==> config.mk <==
export PLATFORM = sky130hd
export DESIGN_NAME = sorted_key_table_flat
export DESIGN_NICKNAME = d
export VERILOG_FILES = /design/src/rtl/core/skt_pkg.sv /design/src/rtl/core/skt_if.sv /design/src/rtl/core/sorted_key_table.sv /design/src/flat_wrapper.sv
export VERILOG_INCLUDE_DIRS = /design/src /design/src/rtl/core
export SDC_FILE = /design/constraint.sdc
export NUM_CORES = 2
export LEC_CHECK = 0
export ABC_CLOCK_PERIOD_IN_PS = 5900
export BUFFER_PORTS_ARGS = -buffer_cell sky130_fd_sc_hd__buf_2
export CORE_MARGIN = 2
export CORE_UTILIZATION = 30
export DETAILED_ROUTE_END_ITERATION = 10
export HOLD_SLACK_MARGIN = 0.08
export PLACE_DENSITY = 0.54
export REMOVE_ABC_BUFFERS = 1
export SKIP_LAST_GASP = 1
export SLEW_MARGIN = 20
export SYNTH_ARGS = -nofsm -noshare
export SYNTH_HDL_FRONTEND = slang
export SYNTH_SLANG_ARGS = --single-unit
==> constraint.sdc <==
create_clock -name clk -period 5.9 [get_ports clk]
set_input_delay 0.295 -clock clk [delete_from_list [all_inputs] [get_ports clk]]
set_output_delay 0.295 -clock clk [all_outputs]
set_load 0.01 [all_outputs]
==> src/rtl/core/sorted_key_table_macros.svh <==
// Assertion macros for the sorted key table RTL.
`ifndef SORTED_KEY_TABLE_MACROS_SVH
`define SORTED_KEY_TABLE_MACROS_SVH

`ifndef SYNTHESIS

// Checked on every edge outside reset.
`define SKT_ASSERT(label, prop, msg) \
  label: assert property (@(posedge clk) disable iff (!rst_n) (prop)) else $error(msg);

// Checked on every edge, reset included.
`define SKT_ASSERT_ALWAYS(label, prop, msg) \
  label: assert property (@(posedge clk) (prop)) else $error(msg);

`else

`define SKT_ASSERT(label, prop, msg)
`define SKT_ASSERT_ALWAYS(label, prop, msg)

`endif

`endif

==> src/rtl/core/skt_pkg.sv <==
// Shared constants and types for the sorted key table.
package skt_pkg;

  localparam int CAPACITY = 64;
  localparam int KEY_W    = 32;
  localparam int IDX_W    = $clog2(CAPACITY);
  localparam int CNT_W    = $clog2(CAPACITY + 1);

  localparam int FUNC_W   = 2;
  localparam int STAT_W   = 2;
  localparam int POS_W    = 6;

  typedef enum logic [FUNC_W-1:0] {
    FN_INSERT = 2'd0,
    FN_SEARCH = 2'd1,
    FN_REMOVE = 2'd2,
    FN_READ   = 2'd3
  } skt_func_t;

  typedef enum logic [STAT_W-1:0] {
    ST_OK        = 2'd0,
    ST_NOT_FOUND = 2'd1,
    ST_FULL      = 2'd2,
    ST_BEYOND    = 2'd3
  } skt_status_t;

  typedef enum logic [1:0] {
    S_IDLE,
    S_RUN,
    S_PUT,
    S_DONE
  } skt_state_t;

endpackage

==> src/rtl/core/skt_if.sv <==
// Request and result channel interfaces of the sorted key table.
interface skt_in_if;
  import skt_pkg::*;

  logic              valid;
  logic              ready;
  logic [FUNC_W-1:0] func;
  logic [KEY_W-1:0]  key;
  logic [POS_W-1:0]  position;

  modport source (output valid, output func, output key, output position, input ready);
  modport sink   (input valid, input func, input key, input position, output ready);
endinterface

interface skt_out_if;
  import skt_pkg::*;

  logic              valid;
  logic              ready;
  logic [STAT_W-1:0] status;
  logic [IDX_W-1:0]  found_index;
  logic [KEY_W-1:0]  read_key;
  logic [CNT_W-1:0]  entry_count;

  modport source (output valid, output status, output found_index, output read_key,
                  output entry_count, input ready);
  modport sink   (input valid, input status, input found_index, input read_key,
                  input entry_count, output ready);
endinterface

==> src/rtl/core/sorted_key_table.sv <==
// Sorted key table: key RAM with one read and one write port, walked by a small sequencer, one entry per cycle.
// Search and remove walk up from entry 0; insert makes a downward shift pass, then writes the key
// (into an empty table it writes the key at once). Insert into a full table, search or remove on
// an empty one and read out of range skip the RAM and go straight to the result.
// One item in flight; the RAM read port (registered data) paces the walk at one entry a cycle.
// Next beat is taken in the cycle after the result is loaded into the output register.
// rst_n (sync, active low) clears the count, sequencer and output valid; RAM is not cleared.
module sorted_key_table (
  input logic  clk,
  input logic  rst_n,
  skt_in_if.sink    in_chan,
  skt_out_if.source out_chan
);
  import skt_pkg::*;

  `include "sorted_key_table_macros.svh"

  skt_state_t  state_r, state_nxt;
  skt_func_t   func_r, func_nxt;
  logic [KEY_W-1:0] key_r, key_nxt;
  logic [CNT_W-1:0] cnt_r, cnt_nxt;
  logic             hit_r, hit_nxt;
  logic [IDX_W-1:0] put_idx_r, put_idx_nxt;
  skt_status_t      status_r, status_nxt;
  logic [IDX_W-1:0] idx_r, idx_nxt;
  logic [KEY_W-1:0] rkey_r, rkey_nxt;

  logic             out_valid_r;
  skt_status_t      out_status_r;
  logic [IDX_W-1:0] out_idx_r;
  logic [KEY_W-1:0] out_key_r;
  logic [CNT_W-1:0] out_cnt_r;
  logic             out_load;

  // key RAM
  logic [KEY_W-1:0] mem [CAPACITY];
  logic             rd_en, wr_en;
  logic [IDX_W-1:0] rd_addr, wr_addr;
  logic [KEY_W-1:0] wr_data;
  logic [KEY_W-1:0] rd_data_r;
  logic [IDX_W-1:0] rd_idx_r;

  logic             in_ready;
  logic             is_last;
  logic [IDX_W-1:0] last_idx;

  assign last_idx = IDX_W'(cnt_r - CNT_W'(1));
  assign is_last  = (CNT_W'(rd_idx_r) + CNT_W'(1)) == cnt_r;

  always_ff @(posedge clk) begin
    if (wr_en) mem[wr_addr] <= wr_data;
  end

  always_ff @(posedge clk) begin
    if (rd_en) begin
      rd_data_r <= mem[rd_addr];
      rd_idx_r  <= rd_addr;
    end
  end

  always_comb begin
    state_nxt   = state_r;
    func_nxt    = func_r;
    key_nxt     = key_r;
    cnt_nxt     = cnt_r;
    hit_nxt     = hit_r;
    put_idx_nxt = put_idx_r;
    status_nxt  = status_r;
    idx_nxt     = idx_r;
    rkey_nxt    = rkey_r;
    rd_en       = 1'b0;
    rd_addr     = '0;
    wr_en       = 1'b0;
    wr_addr     = '0;
    wr_data     = rd_data_r;
    out_load    = 1'b0;
    in_ready    = 1'b0;

    unique case (state_r)
      S_IDLE: begin
        in_ready = 1'b1;
        if (in_chan.valid) begin
          func_nxt   = skt_func_t'(in_chan.func);
          key_nxt    = in_chan.key[KEY_W-1:0];
          hit_nxt    = 1'b0;
          status_nxt = ST_OK;
          idx_nxt    = '0;
          rkey_nxt   = '0;
          state_nxt  = S_DONE;
          unique case (skt_func_t'(in_chan.func)) inside
            FN_INSERT: begin
              if (cnt_r == CNT_W'(CAPACITY)) begin
                status_nxt = ST_FULL;
              end else if (cnt_r == '0) begin
                put_idx_nxt = '0;
                state_nxt   = S_PUT;
              end else begin
                // walk down from the top entry
                rd_en     = 1'b1;
                rd_addr   = last_idx;
                state_nxt = S_RUN;
              end
            end
            FN_SEARCH, FN_REMOVE: begin
              if (cnt_r == '0) begin
                status_nxt = ST_NOT_FOUND;
              end else begin
                rd_en     = 1'b1;
                rd_addr   = '0;
                state_nxt = S_RUN;
              end
            end
            FN_READ: begin
              if (CNT_W'(in_chan.position) < cnt_r) begin
                rd_en     = 1'b1;
                rd_addr   = IDX_W'(in_chan.position);
                state_nxt = S_RUN;
              end else begin
                status_nxt = ST_BEYOND;
              end
            end
          endcase
        end
      end

      S_RUN: begin
        unique case (func_r) inside
          FN_INSERT: begin
            if (rd_data_r >= key_r) begin
              // entry moves up one place
              wr_en   = 1'b1;
              wr_addr = rd_idx_r + IDX_W'(1);
              wr_data = rd_data_r;
              if (rd_idx_r == '0) begin
                put_idx_nxt = '0;
                state_nxt   = S_PUT;
              end else begin
                rd_en   = 1'b1;
                rd_addr = rd_idx_r - IDX_W'(1);
              end
            end else begin
              put_idx_nxt = rd_idx_r + IDX_W'(1);
              state_nxt   = S_PUT;
            end
          end
          FN_SEARCH, FN_REMOVE: begin
            if (hit_r) begin
              // close the gap behind the removed entry
              wr_en   = 1'b1;
              wr_addr = rd_idx_r - IDX_W'(1);
              wr_data = rd_data_r;
              if (is_last) begin
                cnt_nxt   = cnt_r - CNT_W'(1);
                state_nxt = S_DONE;
              end else begin
                rd_en   = 1'b1;
                rd_addr = rd_idx_r + IDX_W'(1);
              end
            end else if (rd_data_r == key_r) begin
              hit_nxt = 1'b1;
              idx_nxt = rd_idx_r;
              if (func_r == FN_SEARCH) begin
                state_nxt = S_DONE;
              end else if (is_last) begin
                cnt_nxt   = cnt_r - CNT_W'(1);
                state_nxt = S_DONE;
              end else begin
                rd_en   = 1'b1;
                rd_addr = rd_idx_r + IDX_W'(1);
              end
            end else if (is_last) begin
              status_nxt = ST_NOT_FOUND;
              state_nxt  = S_DONE;
            end else begin
              rd_en   = 1'b1;
              rd_addr = rd_idx_r + IDX_W'(1);
            end
          end
          FN_READ: begin
            rkey_nxt  = rd_data_r;
            state_nxt = S_DONE;
          end
        endcase
      end

      S_PUT: begin
        wr_en     = 1'b1;
        wr_addr   = put_idx_r;
        wr_data   = key_r;
        cnt_nxt   = cnt_r + CNT_W'(1);
        state_nxt = S_DONE;
      end

      S_DONE: begin
        if (!out_valid_r || out_chan.ready) begin
          out_load  = 1'b1;
          state_nxt = S_IDLE;
        end
      end
    endcase
  end

  always_ff @(posedge clk) begin
    if (!rst_n) begin
      state_r     <= S_IDLE;
      cnt_r       <= '0;
      hit_r       <= 1'b0;
      out_valid_r <= 1'b0;
    end else begin
      state_r <= state_nxt;
      cnt_r   <= cnt_nxt;
      hit_r   <= hit_nxt;
      if (out_load) begin
        out_valid_r <= 1'b1;
      end else if (out_chan.ready) begin
        out_valid_r <= 1'b0;
      end
    end
  end

  always_ff @(posedge clk) begin
    func_r    <= func_nxt;
    key_r     <= key_nxt;
    put_idx_r <= put_idx_nxt;
    status_r  <= status_nxt;
    idx_r     <= idx_nxt;
    rkey_r    <= rkey_nxt;
    if (out_load) begin
      out_status_r <= status_r;
      out_idx_r    <= idx_r;
      out_key_r    <= rkey_r;
      out_cnt_r    <= cnt_r;
    end
  end

  assign in_chan.ready        = in_ready;
  assign out_chan.valid       = out_valid_r;
  assign out_chan.status      = out_status_r;
  assign out_chan.found_index = out_idx_r;
  assign out_chan.read_key    = out_key_r;
  assign out_chan.entry_count = out_cnt_r;

  `SKT_ASSERT(a_cnt_bound, cnt_r <= CNT_W'(CAPACITY), "entry count beyond capacity")
  `SKT_ASSERT(a_cnt_up, cnt_r > $past(cnt_r) |-> cnt_r == $past(cnt_r) + CNT_W'(1), "count jump")
  `SKT_ASSERT(a_cnt_dn, cnt_r < $past(cnt_r) |-> cnt_r == $past(cnt_r) - CNT_W'(1), "count drop")
  `SKT_ASSERT(a_wr_phase, wr_en |-> ((state_r == S_RUN) || (state_r == S_PUT)), "RAM write outside a walk")
  `SKT_ASSERT(a_put_idx, (state_r == S_PUT) |-> (CNT_W'(put_idx_r) <= cnt_r), "insert slot beyond count")
  `SKT_ASSERT_ALWAYS(a_rst_out, !rst_n |=> !out_chan.valid, "result valid after reset")

endmodule
==> src/flat_wrapper.sv <==
// flat-port wrapper written by rule: the top's interface ports become plain ports
module sorted_key_table_flat import skt_pkg::*;
  (clk, rst_n, in_chan_valid, in_chan_func, in_chan_key, in_chan_position, in_chan_ready, out_chan_valid, out_chan_status, out_chan_found_index, out_chan_read_key, out_chan_entry_count, out_chan_ready);
  skt_in_if in_chan_i ();
  skt_out_if out_chan_i ();
  input logic clk;
  input logic rst_n;
  input wire logic [$bits(in_chan_i.valid)-1:0] in_chan_valid;
  input wire logic [$bits(in_chan_i.func)-1:0] in_chan_func;
  input wire logic [$bits(in_chan_i.key)-1:0] in_chan_key;
  input wire logic [$bits(in_chan_i.position)-1:0] in_chan_position;
  output wire logic [$bits(in_chan_i.ready)-1:0] in_chan_ready;
  output wire logic [$bits(out_chan_i.valid)-1:0] out_chan_valid;
  output wire logic [$bits(out_chan_i.status)-1:0] out_chan_status;
  output wire logic [$bits(out_chan_i.found_index)-1:0] out_chan_found_index;
  output wire logic [$bits(out_chan_i.read_key)-1:0] out_chan_read_key;
  output wire logic [$bits(out_chan_i.entry_count)-1:0] out_chan_entry_count;
  input wire logic [$bits(out_chan_i.ready)-1:0] out_chan_ready;
  assign in_chan_i.valid = in_chan_valid;
  assign in_chan_i.func = in_chan_func;
  assign in_chan_i.key = in_chan_key;
  assign in_chan_i.position = in_chan_position;
  assign in_chan_ready = in_chan_i.ready;
  assign out_chan_valid = out_chan_i.valid;
  assign out_chan_status = out_chan_i.status;
  assign out_chan_found_index = out_chan_i.found_index;
  assign out_chan_read_key = out_chan_i.read_key;
  assign out_chan_entry_count = out_chan_i.entry_count;
  assign out_chan_i.ready = out_chan_ready;
  sorted_key_table u_core (.clk(clk), .rst_n(rst_n), .in_chan(in_chan_i), .out_chan(out_chan_i));
endmodule
==> metrics.txt <==
Area Overhead vs Synth=18.3%; Tmin final=5.92 ns; Final Util=35.6%; crit-path max FO=23; register area=0.0667 mm2; Slew Limit Fails=0; slowest cell on the critical path=a2111oi_1; routed vias/inst=5.57; adder-cell share of the synthesized area=0.722%; crit path cell chain=ha_1 > nand4_1 > and4bb_2 > nand4_1 > buf_4 > o21ai_1 > or2_1 > buf_4 > o22ai_2 > or3_4 > buf_4 > a211oi_1 > a2111o_1 > a2111oi_1 > buf_4 > and4bb_1; XOR/XNOR share of the synthesized area=0.258%; FILL cells=28400; H-tree level count=4; DRT Pass-1 Iters=6; Root Buffer=clkbuf_16; worst skew pair latency=0.90 ns; slowest stage delay, CP=1.04 ns; DR DRC count=0; clk slew on worst S/H paths=0.06 ns; CP bufs+invs=4; Multi-input gate area=0.0218 mm2; Worst path most repeated cell=buf_4; final hold vios=0; final setup fails=1; status=complete, but fails checks; most frequent cells in the layout=edfxtp_1 (2213), nand3_1 (1078), o21ai_0 (528); commonest non-fill, non-tap cell in the layout=edfxtp_1; Die X=552 um; dpl hpwl=182 mm; ANT nets after route=0; CTS tree=built; Core Rows=201; clk buf depth=3; synthesized cell area=0.0901 mm2; worst slew pin tran=1.20 ns; Hold Path End=u_core.key_r[21]$_DFFE_PP_; r2r setup slk=-0.02 ns; DR vias=59700; Slew HR=19.6%; WS Path Type=reg2reg; CTS sink count=2224; Synth area leaders=edfxtp_1 (74%), nand3_1 (6.0%), o21ai_0 (3.0%); Min-Delay Path Class=in2reg; post-route setup slack=-0.0205 ns; die height=552 um; Reg2Reg Depth=16; Starting Density=30.1%; share of layout cells above drive strength 1=15.7%; Yosys top cell area share=73.8%; io pins=93; fmax=169 MHz; Power per Cell Area=478 mW/mm2; register area share after synthesis=74.0%; input/output buffers=92; Die ar.=0.305 mm2; Worst VDD drop=0.000384 V; synthesized flop and latch total=2224; Placed Area=0.0986 mm2; GRT Total Usage=19.7%; Post-synth ARST share=0%; grt total ovfl=0; R2R Path End=u_core.rd_data_r[20]$_DFFE_PP_; Critical Path RT=6.65 ns; number of synthesized flops with an enable pin=2213; CP top delay family=compound AO/OA/AOI/OAI gates; antenna violations before repair=17; largest net degree at the start of global routing=93; simple-gate area share of the yosys netlist=11.1%; routability-driven placement congestion ratio=0.908; post-layout net count=6660; Iteration-0 DRC Markers=8143; violated checks=negative setup slack; Avg Cell Area, Syn=14.3 um2; CP arrival=6.67 ns; total CTS buffers=228; Syn Inst Count=6283; Setup crit start kind=register; largest family of logic cells by synthesized area=simple AND/OR/NAND/NOR gates; Worst Clk Skew=0.0714 ns; Ys Warns=0; RSZ-0062 raised after global routing=no; Levels on crit path=16; number of global-route vias before repair=56300; crit end category=register; design area=0.107 mm2; Distinct cells, synth=85; post-synthesis compound-gate area fraction=9.17%; Reg-to-Reg Start=u_core.rd_data_r[26]$_DFFE_PP_; Leak Pwr=35.0 nW; Core Area=0.299 mm2; Routed WL=307 mm; WHS Path Cells=2; crit share post-route=100%; global-route wire length before repair=433 mm; max capacitance violation total=0; top_reg_cell synth=edfxtp_1; min-delay src=in_chan_key[21]; DR WL/cell=28.7 um; mux contribution to synthesized area=2.12%; most area-hungry cell type in the Yosys netlist=edfxtp_1
## per-layer routing
layer | global-route usage, % | up-vias | share of wire (%)
met3 | 3.65 | 488 | 9.5
met1 | 27.5 | 30800 | 42
met2 | 30.4 | 3203 | 45
li1 | - | 25200 | -
met4 | 7.61 | 2 | 4.1
met5 | 0 | - | 0.0033
## per-stage QoR
step	power (mW)	TNS (ns)	worst slack, ns	instances	hold slack [ns]
2_1_floorplan	29.7	-584.56	-18.45	5778	0.394
3_3_place_gp	36.2	-1.34	-0.473	10200	0.405
3_5_place_dp	36.3	-1.00	-0.621	10300	0.405
4_1_cts	50.8	-0.221	-0.221	10700	0.0903
5_1_grt	52.5	0	0.0203	10700	0.108
6_report	50.9	-0.0205	-0.0205	10700	0.130
## power by group
| group | total [mW] | internal (mW) | switching [mW] | leakage, nW |
|---|---|---|---|---|
| registers | 21.7 | 21.2 | 0.447 | 20.0 |
| clock network | 14.5 | 8.33 | 6.21 | 3.66 |
| logic | 14.7 | 3.78 | 11.0 | 11.3 |
| total | 50.9 | 33.3 | 17.6 | 35.0 |
## registers in the layout, indices dropped and copies added (netlist names)
name                         cells
u_core.func_r                    2
u_core.rkey_r                   32
u_core.out_chan.status           2
u_core.status_r                  2
u_core.state_r                   2
u_core.out_chan.entry_count      7
u_core.mem                    2048
u_core.rd_idx_r                  6
u_core.key_r                    32
u_core.out_chan.valid            1
u_core.out_chan.found_index      6
u_core.idx_r                     6
u_core.cnt_r                     7
u_core.out_chan.read_key        32
u_core.put_idx_r                 6
u_core.rd_data_r                32
u_core.hit_r                     1
## how the worst max path moves through the flow
stage / startpoint / to / slack [ns]
floorplan: u_core.cnt_r[4]$_SDFFE_PN0P_ / u_core.rd_data_r[29]$_DFFE_PP_ / -18.45
detailed placement: u_core.rd_data_r[14]$_DFFE_PP_ / u_core.rd_data_r[0]$_DFFE_PP_ / -0.62
global placement: u_core.rd_data_r[14]$_DFFE_PP_ / u_core.rd_data_r[0]$_DFFE_PP_ / -0.47
finish: u_core.rd_data_r[26]$_DFFE_PP_ / u_core.rd_data_r[20]$_DFFE_PP_ / -0.02
global route: u_core.rd_data_r[26]$_DFFE_PP_ / u_core.rd_data_r[11]$_DFFE_PP_ / 0.02
CTS: u_core.rd_data_r[14]$_DFFE_PP_ / u_core.rd_data_r[0]$_DFFE_PP_ / -0.22
## layout make-up
class | instances | area share, %
clock buffer | 273 | 5.53
inverter | 75 | 0.278
tap | 3958 | 4.65
timing repair buffer | 556 | 5.06
antenna | 4 | 0.00939
clock inverter | 146 | 1.47
sequential | 2224 | 62.6
multi-input combinational | 3479 | 20.4
## synth_stat cells (all sizes together) (70+ instances only)
master / number
edfxtp: 2213
nand2: 440
nor2: 83
mux2i: 92
clkbuf: 337
nand3: 1080
o21ai: 546
a41oi: 72
mux2: 88
a32oi: 79
inv: 75
a31oi: 70
buf: 168
and3: 213
a211oi: 162
## cells by family (layout without fill, tap and decap cells)
logic type	count (synthesis)	in the layout
other	0	4
xor gates and xnor gates	25	25
DFF	2224	2224
adders and majority gates	52	52
muxes	180	180
buffers and inverters	580	1050
AOI/OAI and AO/OA	1219	1219
and+or+nand+nor	2003	2003
## timing repair
action,4_1_cts,5_1_grt
hold buffers,39,0
cloned,0,0
setup endpoints to repair,4,7
resized for setup,4,6
endpoints found under the hold margin,45,0
setup buffers,0,3
pin swaps,0,1
No activity file was read; power rests on OpenSTA's default activity.
